### src/hw/rtl/kmpm_pkg.sv
`timescale 1ns / 1ps

package kmpm_pkg;

	localparam int NUM_PATTERNS_DEF  = 15;
	localparam int HISTORY_CHARS_DEF = 10;

	// pattern table geometry
	localparam int ROM_ROWS = 15;
	localparam int ROW_LEN  = 12;
	localparam int CODE_W   = 5;
	localparam int PAT_W    = ROW_LEN * CODE_W;
	localparam int IDX_W    = 4;
	localparam int IN_W     = 8;
	localparam int OUT_W    = 8;

	localparam logic [7:0] CHAR_UPPER_A = 8'd65;
	localparam logic [7:0] CHAR_UPPER_Z = 8'd90;
	localparam logic [7:0] CASE_OFFSET  = 8'd32;
	localparam logic [7:0] CHAR_LOWER_A = 8'd97;
	localparam logic [7:0] CHAR_LAST_OK = 8'd128;

	typedef logic [ROW_LEN*8-1:0] pat_row_t;

	// strings are right aligned: last character in the low byte
	localparam pat_row_t PAT_ROM [ROM_ROWS] = '{
		"idchoppers", "iddqd", "idkfa", "idfa", "idclip",
		"idbeholdh", "idbeholdm", "idbeholdv", "idbeholds", "idbeholdi",
		"idbeholdr", "idbeholda", "idbeholdl", "idbehold", "idrate"
	};

	function automatic int pat_len(input int r);
		int n;
		pat_row_t row;
		n = 0;
		row = '0;
		if (r < ROM_ROWS) begin
			row = PAT_ROM[r];
			for (int k = 0; k < ROW_LEN; k++) begin
				if (row[8*k +: 8] != 8'd0) n++;
			end
		end
		return n;
	endfunction

	function automatic logic [PAT_W-1:0] pat_code(input int r);
		logic [PAT_W-1:0] c;
		logic [7:0] ch;
		c = '0;
		if (r < ROM_ROWS) begin
			for (int k = 0; k < ROW_LEN; k++) begin
				ch = PAT_ROM[r][8*k +: 8];
				if (ch != 8'd0) c[CODE_W*k +: CODE_W] = CODE_W'(ch - CHAR_LOWER_A);
			end
		end
		return c;
	endfunction

	function automatic logic [PAT_W-1:0] pat_mask(input int r);
		logic [PAT_W-1:0] m;
		m = '0;
		if (r < ROM_ROWS) begin
			for (int k = 0; k < ROW_LEN; k++) begin
				if (PAT_ROM[r][8*k +: 8] != 8'd0) m[CODE_W*k +: CODE_W] = '1;
			end
		end
		return m;
	endfunction

endpackage

### src/hw/rtl/keystroke_multi_pattern_matcher.sv
`timescale 1ns / 1ps
// an accepted input word is registered in key_s1, and its result in the output register
// throughput: one word per cycle unless m_tready stalls; one history update per word
// the history register and the pattern compare sit between the input and output registers
// reset (arst_n low, asynchronous): history cleared, both stages emptied
// a byte outside 'a'..0x80 after lower-casing clears the history and reports no match

module keystroke_multi_pattern_matcher #(
	parameter int NUM_PATTERNS  = kmpm_pkg::NUM_PATTERNS_DEF,
	parameter int HISTORY_CHARS = kmpm_pkg::HISTORY_CHARS_DEF
) (
	input  logic                       clk,
	input  logic                       arst_n,
	input  logic                       s_tvalid,
	output logic                       s_tready,
	input  logic [kmpm_pkg::IN_W-1:0]  s_tdata,   // [7:0] key_byte
	output logic                       m_tvalid,
	input  logic                       m_tready,
	output logic [kmpm_pkg::OUT_W-1:0] m_tdata    // [0] matched, [4:1] pattern_index, [7:5] zero
);
	import kmpm_pkg::*;

	localparam int HW = HISTORY_CHARS * CODE_W;

	logic             valid_s1;
	logic [IN_W-1:0]  key_s1;
	logic [HW-1:0]    hist_q;
	logic             out_valid_q;
	logic             matched_q;
	logic [IDX_W-1:0] idx_q;

	logic              adv;
	logic [7:0]        key_lc;
	logic              code_ok;
	logic [CODE_W-1:0] code;
	logic [HW-1:0]     hist_new;
	logic [PAT_W-1:0]  hist_ext;
	logic [NUM_PATTERNS-1:0] match;
	logic              hit;
	logic [IDX_W-1:0]  hit_idx;

	assign adv      = valid_s1 && (!out_valid_q || m_tready);
	assign s_tready = !valid_s1 || adv;

	// lower-case A-Z only, then take the offset from 'a'
	assign key_lc  = (key_s1 >= CHAR_UPPER_A && key_s1 <= CHAR_UPPER_Z) ?
		key_s1 + CASE_OFFSET : key_s1;
	assign code_ok = (key_lc >= CHAR_LOWER_A) && (key_lc <= CHAR_LAST_OK);
	assign code    = CODE_W'(key_lc - CHAR_LOWER_A);

	assign hist_new = code_ok ? HW'({hist_q, code}) : '0;
	assign hist_ext = PAT_W'(hist_new);

	for (genvar r = 0; r < NUM_PATTERNS; r++) begin : g_pat
		localparam int               LEN  = pat_len(r);
		localparam logic [PAT_W-1:0] CODE = pat_code(r);
		localparam logic [PAT_W-1:0] MASK = pat_mask(r);
		if (LEN == 0 || LEN > HISTORY_CHARS) begin : g_never
			assign match[r] = 1'b0;
		end else begin : g_cmp
			assign match[r] = code_ok && ((hist_ext & MASK) == CODE);
		end
	end

	// lowest index wins
	always_comb begin
		hit     = 1'b0;
		hit_idx = '0;
		for (int r = NUM_PATTERNS - 1; r >= 0; r--) begin
			if (match[r]) begin
				hit     = 1'b1;
				hit_idx = IDX_W'(r);
			end
		end
	end

	always_ff @(posedge clk or negedge arst_n) begin
		if (!arst_n) begin
			valid_s1    <= 1'b0;
			hist_q      <= '0;
			out_valid_q <= 1'b0;
		end else begin
			if (s_tready) valid_s1 <= s_tvalid;
			if (adv) hist_q <= hist_new;
			if (adv) out_valid_q <= 1'b1;
			else if (m_tready) out_valid_q <= 1'b0;
		end
	end

	always_ff @(posedge clk) begin
		if (s_tvalid && s_tready) key_s1 <= s_tdata;
		if (adv) begin
			matched_q <= hit;
			idx_q     <= hit_idx;
		end
	end

	assign m_tvalid = out_valid_q;
	assign m_tdata  = OUT_W'({idx_q, matched_q});

	a_clear_on_bad: assert property (@(posedge clk) disable iff (!arst_n)
		(adv && !code_ok) |=> (hist_q == '0))
		else $error("history not cleared after a non-letter word");

	a_shift_in: assert property (@(posedge clk) disable iff (!arst_n)
		(adv && code_ok) |=> (hist_q[CODE_W-1:0] == $past(code)))
		else $error("newest code missing from history");

	a_idx_zero: assert property (@(posedge clk) disable iff (!arst_n)
		(out_valid_q && !matched_q) |-> (idx_q == '0))
		else $error("nonzero index without a match");

	a_no_match_bad: assert property (@(posedge clk) disable iff (!arst_n)
		(adv && !code_ok) |=> !matched_q)
		else $error("match reported for a non-letter word");

endmodule

### config.mk
export PLATFORM = sky130hd
export DESIGN_NAME = keystroke_multi_pattern_matcher
export DESIGN_NICKNAME = d
export VERILOG_FILES = /design/src/hw/rtl/kmpm_pkg.sv /design/src/hw/rtl/keystroke_multi_pattern_matcher.sv
export SDC_FILE = /design/constraint.sdc
export NUM_CORES = 1
export LEC_CHECK = 0
export BUFFER_PORTS_ARGS = -buffer_cell sky130_fd_sc_hd__buf_2
export CORE_ASPECT_RATIO = 1.4
export CORE_MARGIN = 5
export CORE_UTILIZATION = 45
export DETAILED_ROUTE_END_ITERATION = 6
export PLACE_DENSITY = 0.69
export SKIP_LAST_GASP = 1
export SLEW_MARGIN = 25
export SYNTH_ARGS = -nofsm -noshare
export SYNTH_HDL_FRONTEND = slang
export SYNTH_SLANG_ARGS = --single-unit
### constraint.sdc
create_clock -name clk -period 8.6 [get_ports clk]
set_clock_uncertainty 0.05 [all_clocks]
set_input_delay 1.72 -clock clk [delete_from_list [all_inputs] [get_ports clk]]
set_output_delay 1.72 -clock clk [all_outputs]
set_load 0.05 [all_outputs]
# Word-level counts from Yosys, hierarchy flattened
# Cells that the tools add are included.
# totals
reg_bits	60
in_bits	12
out_inout_bits	10
# classes
n_addsub	2
magnitude_cmp	4
n_eq_ne	15
mux	19
reduce_logical	28
# op_table
cell	n
equality test 45 x 44 -> 1 bit (second input constant)	8
equality test 30 x 29 -> 1 bit (second input constant)	2
equality test 25 x 24 -> 1 bit (second input constant)	2
equality test 50 x 49 -> 1 bit (second input constant)	1
2-to-1 mux 50 bit	1
equality test 40 x 39 -> 1 bit (second input constant)	1
2-to-1 mux 4 bit	7
equality test 20 x 19 -> 1 bit (second input constant)	1
logical AND 1 bit	19
>= comparator 8 x 7 -> 1 bit (second input constant)	2
OR reduction 14 bit	1
2-to-1 mux 3 bit	4
adder 8 x 6 -> 8 bit (second input constant)	1
less-or-equal comparator 8 x 7 -> 1 bit (second input constant)	1
less-or-equal comparator 8 bit (second input constant)	1
2-to-1 mux 8 bit	1
OR reduction 8 bit	1
subtractor 5 x 1 -> 5 bit (second input constant)	1
2-to-1 mux 1 bit	4
2-to-1 mux 2 bit	2
OR reduction 4 bit	1
zero test 1 bit	2
logical OR 1 bit	2
nonzero test 2 bit	1
OR reduction 2 bit	1

# Depth between registers and ports, before layout
# Gate-level depths: netlist of the first run.
# logic_depth
ltp_word	22
depth_mapped	10
mapped_depth_nobuf	8

# Least setup slack after synthesis of the first run
# Ideal clock, no wire load.
# synth_path
path_type	input -> output
startpoint	input port m_tready
endpoint	output port s_tready
arrival_ps	2203
setup_slack_ps	4627
path_stages	1
cell_sequence	nand3b_1
# synth_between
elab_chain_cells	3
# synth_lines
element	line	text
start: declaration	keystroke_multi_pattern_matcher.sv:18	input logic m_tready,
logical OR 1 bit	keystroke_multi_pattern_matcher.sv:42	assign adv = valid_s1 && (!out_valid_q || m_tready);
logical AND 1 bit	keystroke_multi_pattern_matcher.sv:42	
logical OR 1 bit	keystroke_multi_pattern_matcher.sv:43	assign s_tready = !valid_s1 || adv;
end: declaration	keystroke_multi_pattern_matcher.sv:15	output logic s_tready,
# Every way passes these cells.

# Worst setup path in the final report of the first run
# Same ends and word-level chain as after synthesis.

==> results of run 1 <==
## worst max-delay path, delay by kind of cell
kind	cells	cell delay, ns
and+or+nand+nor	1	0.18
buffers and inverters	2	0.33
## metal layers
| metal | wire length (um) | share of wire, % | track usage, % | up-vias |
|---|---|---|---|---|
| li1 | - | - | - | 1405 |
| met3 | 334 | 3.8 | 4.55 | 16 |
| met4 | 228 | 2.6 | 9.16 | 0 |
| met1 | 3540 | 40 | 22.4 | 1409 |
| met5 | 0 | 0 | 0 | - |
| met2 | 4760 | 54 | 33.9 | 79 |
## through the flow
step	setup WS [ns]	instance area, um2	total power [mW]
6_report	4.60	3710	0.626
2_1_floorplan	4.63	3380	0.362
4_1_cts	4.60	3700	0.632
5_1_grt	4.57	3710	0.652
3_5_place_dp	4.60	3510	0.383
3_3_place_gp	4.62	3510	0.382
## kinds of logic (layout without fill, tap and decap cells)
kind of cell             after synthesis  after routing  synth area share [%]
XOR/XNOR                               4              4                  1.04
buffers and inverters                 31             43                  3.93
adder cells (fa/ha/maj)                4              4                  1.48
flip-flops                            60             60                  46.4
multiplexers                           1              1                 0.333
other                                  1              3                 0.111
AO/OA/AOI/OAI                         73             73                  13.5
AND/OR/NAND/NOR                      211            211                  33.2
## power by group
group / switching, mW / internal (mW) / leakage [nW] / total [mW]
registers: 0.0114 / 0.298 / 0.776 / 0.309
clock network: 0.116 / 0.132 / 0.103 / 0.248
logic: 0.0510 / 0.0174 / 0.551 / 0.0685
total: 0.178 / 0.448 / 1.43 / 0.626
## Yosys cell counts (all sizes together), types with 4 or more instances
cell type  number
nand2          95
dfrtp          47
o21ai          42
clkbuf         19
nand4          14
edfxtp         13
nand3          13
nor2           13
nor3           13
nand2b         11
nor4            9
buf             6
inv             5
nor2b           5
o31ai           5
a21oi           4
ha              4
nand3b          4
nand4b          4
nor3b           4
nor4b           4
nor4bb          4
## final cells by class
| type | instances | area share (%) |
|---|---|---|
| clock inverters | 7 | 1.82 |
| inverters | 6 | 0.608 |
| clock buffers | 9 | 3.34 |
| repair buffers | 21 | 3.11 |
| flip-flops and latches | 60 | 42.3 |
| well taps | 97 | 3.27 |
| multi-input cells | 296 | 45.6 |
## state kept, by name, summed over array words and instances, names as in the netlist
name and cells:
idx_q 4, matched_q 1, key_s1 8, hist_q 45
valid_s1 1, m_tvalid 1
## final timing paths
path / from / to / slack (ns) / cells past startpoint
worst max-delay path: m_tready / s_tready / 4.60 / 3
worst min-delay path: hist_q[40] / hist_q[40] / 0.44 / 2
worst max register to register: key_s1[0] / matched_q / 5.36 / 9
worst min register to register: hist_q[40] / hist_q[40] / 0.44 / 2
max in group asynchronous: arst_n / hist_q[30] / 6.77 / 1
min in group asynchronous: arst_n / hist_q[43] / 1.30 / 1
==> results by group, run 1 <==
Finish
  – Finished Core Util: 50.3%
  – Sequential cell area: 0.00157 mm2
  – Commonest non-fill, non-tap cell in the layout: nand2_1
  – Filler instances: 704
  – Fraction of layout cells with a size suffix above 1: 11.3%
  – Footprint of the multi-input gates: 0.00169 mm2
  – Area growth syn-to-layout: 9.74%
  – Number of antenna diodes: 0
  – Nets: 410
  – Finished Layout Cells: 496
  – Most frequent cells in the layout: 95 x nand2_1, 47 x dfrtp_1, 33 x o21ai_0, 17 x buf_2, 14 x nand4_1

Worst hold path
  – Hold/Removal Path Class: flip-flop to flip-flop

Timing
  – RSZ-0062 raised after global routing: false
  – Finish-stage setup viols: 0
  – Fin. Hold Viols: 0
  – Worst-margin pin slew: 0.795 ns
  – Min Tclk post-route: 4.00 ns
  – Fin Setup TNS: 0 ns
  – Max Fclk: 0.250 GHz
  – Final Cycle Share: 46.5%
  – Fin Hold WS: 0.435 ns
  – Max Transition Viols Final: 0
  – Relative slew margins: 46.6%

Drt
  – Routed len/inst: 17.9 um
  – Routed vias/inst: 5.86
  – DRC Markers: 0
  – DR iter-0 viols: 249
  – DRT Pass-1 Iters: 5
  – DRT antenna net count: 0
  – Final Routed Wirelength: 8860 um
  – Detailed-route via count: 2909

Setup path
  – Worst Path Required: 6.83 ns
  – WS Path Type: input port to output pin
  – Kind of end point of the critical path: output pin
  – Worst setup SP type: input port
  – Crit path arrival time: 2.23 ns
  – Worst path cell trace: buf_2, nand3b_1, buf_2
  – Critical-path top delay cell: buf_2
  – Critical Path Max Stage Delay: 0.23 ns
  – Critical Path Fanout Max: 3
  – Worst path most repeated cell: buf_2

Synth
  – Share of Yosys cell area claimed by the top area cell type: 34.8%
  – Synthesis Warnings: 0
  – Largest area contributor in the netlist: dfrtp_1
  – Asr flop ratio synth: 78.3%
  – Post-synthesis cell type count: 62
  – Post-Syn Instances: 385
  – Synth Cell Area: 0.00338 mm2
  – Synth Flop Type: dfrtp_1
  – EDFF count, synth: 13
  – Sequential share of the synthesized area: 46.4%
  – Area contributors post-synth: dfrtp_1 35%, edfxtp_1 12%, nand2_1 11%, o21ai_0 4.9%, nand4_1 2.6%
  – Mean area per synthesized cell: 8.77 um2
  – Yosys reg bits: 60

Die
  – Initial core utilization: 45.9%
  – Die Y: 113 um
  – Placement Rows: 37
  – IO Count: 22
  – Core Region: 0.00736 mm2
  – Die width: 83.2 um
  – Die Area: 0.00936 mm2

Run status
  – Outcome: completed

CTS
  – CTS sink cnt: 60
  – Hold buffer count at CTS: 0
  – Htree depth: 3
  – CTS tree: built
  – Postcts setup bufs: 0
  – CTS resizes: 0
  – Clk buf depth: 2
  – Clock Latency Late Sink: 0.35 ns
  – Clk pin slew, worst setup/hold paths: 0.06 ns
  – Clock Root Buffer: clkbuf_8
  – TritonCTS buffer count: 9

Global route
  – Antenna violations before repair: 0
  – Total GRT Usage: 19.5%
  – Vias in the first global route: 2883
  – Largest net degree at the start of global routing: 50
  – Overflow left after global routing: 0
  – First-pass GRT wire length: 14400 um

Flow run
  – Max cap viols: 0

Pwr
  – Static Leak: 1.43 nW
  – VDD IR max: 0.0879 mV
  – Power per cell area: 169 mW/mm2

Placement
  – DPL Wire Length: 6240 um
  – GP Congestion: 0.913
  – Dpl cells: 480
  – PortBufs: 18
Note: power is estimated with default switching activity, not from simulation.
==> run 2, diff against run 1 <==
--- a/config.mk
+++ b/config.mk
@@ -5,12 +5,13 @@
 export SDC_FILE = /design/constraint.sdc
 export NUM_CORES = 1
 export LEC_CHECK = 0
+export ABC_AREA = 1
 export BUFFER_PORTS_ARGS = -buffer_cell sky130_fd_sc_hd__buf_2
 export CORE_ASPECT_RATIO = 1.4
 export CORE_MARGIN = 5
 export CORE_UTILIZATION = 45
 export DETAILED_ROUTE_END_ITERATION = 6
-export PLACE_DENSITY = 0.69
+export PLACE_DENSITY = 0.72
 export SKIP_LAST_GASP = 1
 export SLEW_MARGIN = 25
 export SYNTH_ARGS = -nofsm -noshare
==> constraint.sdc (replaced) <==
create_clock -name clk -period 3.3 [get_ports clk]
set_clock_uncertainty 0.05 [all_clocks]
set_input_delay 0.66 -clock clk [delete_from_list [all_inputs] [get_ports clk]]
set_output_delay 0.66 -clock clk [all_outputs]
set_load 0.05 [all_outputs]
==> results by group, run 2 <==
Finish
  – Area growth syn-to-layout: 10.9%
  – Finished Core Util: 50.6%
  – Largest register FFs: 45
  – Top flop regs: hist_q x45, key_s1 x8, idx_q x4
  – Commonest non-fill, non-tap cell in the layout: nand2_1
  – Most frequent cells in the layout: 94 x nand2_1, 47 x dfrtp_1, 45 x nor2_1, 43 x nand3_1, 42 x inv_1
  – Number of antenna diodes: 0
  – Most flop-heavy register: hist_q
  – Fraction of layout cells with a size suffix above 1: 13.5%
  – Filler instances: 714
  – Nets: 457

Die
  – Core Region: 0.00727 mm2
  – Die width: 82.6 um
  – Initial core utilization: 45.7%
  – Die Area: 0.00922 mm2
  – Die Y: 112 um
  – IO Count: 22
  – Placement Rows: 37

CTS
  – Clock Root Buffer: clkbuf_8
  – Htree depth: 3
  – CTS tree: built
  – Postcts setup bufs: 0
  – Hold buffer count at CTS: 0
  – CTS sink cnt: 60
  – Clk pin slew, worst setup/hold paths: 0.07 ns
  – CTS resizes: 0
  – TritonCTS buffer count: 9
  – Clock Latency Late Sink: 0.36 ns
  – Clk buf depth: 2

Pwr
  – Static Leak: 1.57 nW
  – Total power: 1.73 mW
  – Power per cell area: 469 mW/mm2
  – VDD IR max: 0.320 mV

Placement
  – Setup WS pre-CTS: 0.367 ns
  – DPL Wire Length: 6370 um
  – PortBufs: 18
  – GP Congestion: 0.968

Global route
  – GR Util met1: 21.8%
  – Antenna violations before repair: 0
  – First-pass GRT wire length: 14200 um
  – Vias in the first global route: 3082
  – Total GRT Usage: 20.7%
  – GR Layer Usage met3: 6.31%
  – Largest net degree at the start of global routing: 48
  – Most Crowded Layer GR: met2
  – Met2 Track Usage GR: 34.1%
  – Overflow left after global routing: 0

Timing
  – Finish-stage setup viols: 0
  – Min Tclk post-route: 2.98 ns
  – Final worst slack: 0.317 ns
  – Max Transition Viols Final: 0
  – Max Fclk: 0.335 GHz
  – Final Cycle Share: 90.4%
  – RSZ-0062 raised after global routing: false
  – Relative slew margins: 44.2%
  – Fin. Hold Viols: 0
  – Fin Hold WS: 0.264 ns
  – Worst-margin pin slew: 0.836 ns
  – Fin Setup TNS: 0 ns

Synth
  – Synthesis Warnings: 0
  – Mux cell area share after synthesis: 0%
  – Asr flop ratio synth: 78.3%
  – Post-Synth XOR/XNOR Area: 0.528%
  – Largest family of logic cells by synthesized area: simple AND/OR/NAND/NOR gates
  – Synth Cell Area: 0.00332 mm2
  – Synth cell count leaders: 94 x nand2_1, 47 x dfrtp_1, 45 x nor2_1
  – Post-Syn Instances: 426
  – EDFF count, synth: 13
  – Post-synthesis adder-cell area fraction: 1.51%
  – Post-synthesis cell type count: 34
  – Most common cell in the synthesized netlist: nand2_1
  – Post-Synth Simple-Gate Area: 34.0%
  – Yosys reg bits: 60
  – Mean area per synthesized cell: 7.79 um2
  – Share of Yosys cell area claimed by the top area cell type: 35.4%
  – Compound-cell area share of the yosys netlist: 7.96%
  – Synth Flop Type: dfrtp_1
  – Sequential share of the synthesized area: 47.2%
  – Largest area contributor in the netlist: dfrtp_1
  – Area contributors post-synth: dfrtp_1 35%, edfxtp_1 12%, nand2_1 11%, nand3_1 6.5%, o21ai_0 5.9%

Drt
  – DRT Pass-1 Iters: 5
  – Final Routed Wirelength: 8530 um
  – DRC Markers: 0
  – Routed len/inst: 15.7 um
  – Routed vias/inst: 5.53
  – Detailed-route via count: 3002
  – DRT antenna net count: 0
  – DR iter-0 viols: 244

Setup path
  – Kind of end point of the critical path: flip-flop
  – WS Path Type: flip-flop to flip-flop
  – FF-to-FF path depth: 15
  – FF-to-FF setup slack: 0.32 ns
  – Critical Path Fanout Max: 23
  – Crit path arrival time: 3.04 ns
  – Worst setup SP type: flip-flop
  – Worst Path Required: 3.35 ns

Run status
  – Outcome: completed

Flow run
  – Max cap viols: 0

Worst hold path
  – Hold/Removal Path Class: input port to async pin
## run 2: final timing paths
check | startpoint | to
max | key_s1[0] | idx_q[1]
min | arst_n | hist_q[26]
max reg2reg | key_s1[0] | idx_q[1]
min reg2reg | hist_q[41] | hist_q[41]
max in group asynchronous | arst_n | hist_q[3]
min in group clk | s_tdata[7] | key_s1[7]
## run 2: kinds of logic after synthesis
kind of cell / Yosys count
AND/OR/NAND/NOR: 243
buffers and inverters: 66
flip-flops: 60
AO/OA/AOI/OAI: 50
adder cells (fa/ha/maj): 4
XOR/XNOR: 2
other: 1
## run 2: area by class of cell
cell class	count	area [um2]	area share, %
well taps	97	121	3.30
multi-input cells	302	1470	40.0
clock buffers	14	205	5.57
repair buffers	21	128	3.47
clock inverters	2	12.5	0.340
flip-flops and latches	60	1570	42.6
inverters	47	176	4.79
## run 2: metal layers
layer,vias to the layer above,wire (um)
met1,1394,3230
met2,131,4360
met4,0,524
met5,-,0
li1,1434,-
met3,43,409
## run 2: report_power, final
| part | internal [mW] | switching [mW] |
|---|---|---|
| clock network | 0.404 | 0.297 |
| logic | 0.0450 | 0.179 |
| registers | 0.786 | 0.0165 |
| total | 1.24 | 0.492 |
## run 2: stage by stage
stage	cell area, um2	std cells
3_3_place_gp	3460	527
4_1_cts	3680	543
2_1_floorplan	3330	428
5_1_grt	3680	543
3_5_place_dp	3460	527
6_report	3680	543
## run 2: worst max-delay path: stages, from the launching register on
cell      delay, ns
edfxtp_1       0.48
inv_2          0.13
ha_1           0.15
nand2_1        0.07
nand3_1        0.08
nand2_1        0.07
nand2_2        0.24
nand2_4        0.15
inv_2          0.33
o21ai_0        0.23
nand4_1        0.20
nor2_4         0.08
nand3_1        0.09
nand2_1        0.08
nor3_1         0.22
nand2_1        0.07
==> run 3, diff against run 2 <==
--- a/config.mk
+++ b/config.mk
@@ -11,7 +11,7 @@
 export CORE_MARGIN = 5
 export CORE_UTILIZATION = 45
 export DETAILED_ROUTE_END_ITERATION = 6
-export PLACE_DENSITY = 0.72
+export PLACE_DENSITY = 0.76
 export SKIP_LAST_GASP = 1
 export SLEW_MARGIN = 25
 export SYNTH_ARGS = -nofsm -noshare
==> results by group, run 3 (synthesized netlist as in run 2, its figures left out) <==
Run status
  – Outcome: completed

CTS
  – Postcts setup bufs: 0
  – CTS tree: built
  – Clock Root Buffer: clkbuf_8
  – Hold buffer count at CTS: 0
  – CTS resizes: 0
  – CTS sink cnt: 60
  – Clk buf depth: 2
  – TritonCTS buffer count: 9
  – Clk pin slew, worst setup/hold paths: 0.08 ns
  – Clock Latency Late Sink: 0.35 ns
  – Htree depth: 3

Die
  – Core Region: 0.00727 mm2
  – Die Area: 0.00922 mm2
  – Initial core utilization: 45.7%
  – Die Y: 112 um
  – Placement Rows: 37
  – Die width: 82.6 um
  – IO Count: 22

Timing
  – Worst-margin pin slew: 0.595 ns
  – Max Fclk: 0.339 GHz
  – Relative slew margins: 60.3%
  – Fin. Hold Viols: 0
  – Fin Setup TNS: 0 ns
  – Max Transition Viols Final: 0
  – Final Cycle Share: 89.4%
  – RSZ-0062 raised after global routing: false
  – Fin Hold WS: 0.261 ns
  – Finish-stage setup viols: 0
  – Min Tclk post-route: 2.95 ns

Drt
  – Final Routed Wirelength: 8240 um
  – Routed len/inst: 15.2 um
  – Detailed-route via count: 2921
  – Routed vias/inst: 5.38
  – DRT Pass-1 Iters: 4
  – DRT antenna net count: 0
  – DR iter-0 viols: 309
  – DRC Markers: 0

Finish
  – Number of antenna diodes: 0
  – Nets: 457
  – Most frequent cells in the layout: 94 x nand2_1, 47 x dfrtp_1, 45 x nor2_1, 43 x nand3_1, 42 x inv_1
  – Fraction of layout cells with a size suffix above 1: 13.7%
  – Filler instances: 734
  – Commonest non-fill, non-tap cell in the layout: nand2_1
  – Design Area, Final: 0.00365 mm2
  – Area growth syn-to-layout: 9.92%
  – Sequential cell area: 0.00157 mm2
  – Largest register FFs: 45
  – Top flop regs: hist_q x45, key_s1 x8, idx_q x4
  – Footprint of the multi-input gates: 0.00147 mm2
  – Most flop-heavy register: hist_q

Pwr
  – Total power: 1.68 mW
  – Power per cell area: 461 mW/mm2
  – Logic pwr share: 12.8%
  – VDD IR max: 0.420 mV
  – Switching Share: 29.9%
  – Sequential power share: 47.9%
  – Clk pwr share: 39.3%
  – Psw: 503 uW
  – Int Pwr: 1.18 mW
  – Static Leak: 1.56 nW

Setup path
  – Critical Path Max Stage Delay: 0.47 ns
  – R2r endpoint: matched_q
  – WS Path Type: flip-flop to flip-flop
  – CP bufs+invs: 2
  – Critical Path Fanout Max: 23
  – Delay-heaviest family, CP: simple AND/OR/NAND/NOR gates
  – Worst setup SP type: flip-flop
  – Worst path most repeated cell: nand4_1
  – Crit path arrival time: 2.98 ns
  – Worst Path Required: 3.33 ns
  – Reg2Reg Launch Point: key_s1[0]
  – Kind of end point of the critical path: flip-flop
  – FF-to-FF path depth: 14
  – Critical-path top delay cell: edfxtp_1
  – Worst path cell trace: inv_2, ha_1, nand3_1, nand2_1, nand2_2, nand2_4, inv_2, o21ai_0, nand4_1, nor2_4, nand4_1, o21ai_2, nor2_1, nand4_1
  – FF-to-FF setup slack: 0.35 ns

Flow run
  – Max cap viols: 0

Worst hold path
  – Hold/Removal Path Class: input port to async pin

Placement
  – GP Congestion: 0.932
  – Placed cell areas: 0.00345 mm2
  – DPL Wire Length: 6130 um
  – PortBufs: 18

Global route
  – Overflow left after global routing: 0
  – Largest net degree at the start of global routing: 61
  – First-pass GRT wire length: 13700 um
  – Total GRT Usage: 19.7%
  – Antenna violations before repair: 0
  – Vias in the first global route: 2969
[run 3: cell count changes in the layout (fill, tap and decap cells not counted), sizes merged]
cell    delta
inv        +3
bufinv     +1
clkinv     +1
clkbuf     -5
[run 3: stage by stage]
step | utilization (%) | instances | setup slack (ns)
CTS | 50.1 | 543 | 0.351
detailed placement | 47.4 | 527 | 0.346
global route | 50.2 | 543 | 0.0933
floorplan | - | 428 | 1.01
finish | 50.2 | 543 | 0.348
global placement | 47.4 | 527 | 0.476
[run 3: routing by layer]
layer  wire length, um  global-route usage [%]
met2              4250                    33.7
met3               363                    4.45
met1              3210                    21.6
met4               416                    11.6
met5                 0                       0
[run 3: area by class of cell]
type                            count  share of cell area [%]
Timing Repair Buffer               21                    3.16
Multi-Input combinational cell    302                    40.3
Inverter                           47                    4.84
Clock inverter                      7                    1.99
Sequential cell                    60                    43.0
Clock buffer                        9                    3.40
Tap cell                           97                    3.33
[run 3: power groups by stage]
stage	registers, mW	clock network [mW]	logic [mW]
after floorplan	0.841	0	0.140
after CTS	0.805	0.679	0.215
final	0.804	0.660	0.216
after global routing	0.808	0.711	0.237
after detailed placement	0.819	0	0.215
after global placement	0.817	0	0.213
[run 3: worst max-delay path by stage]
stage / start / to / slack, ns / depth (start not counted)
6_report: key_s1[0] / matched_q / 0.35 / 14
5_1_grt: key_s1[0] / matched_q / 0.09 / 14
4_1_cts: key_s1[0] / matched_q / 0.35 / 14
3_5_place_dp: key_s1[0] / matched_q / 0.35 / 14
3_3_place_gp: key_s1[0] / idx_q[1] / 0.48 / 14
2_1_floorplan: key_s1[6] / matched_q / 1.01 / 15
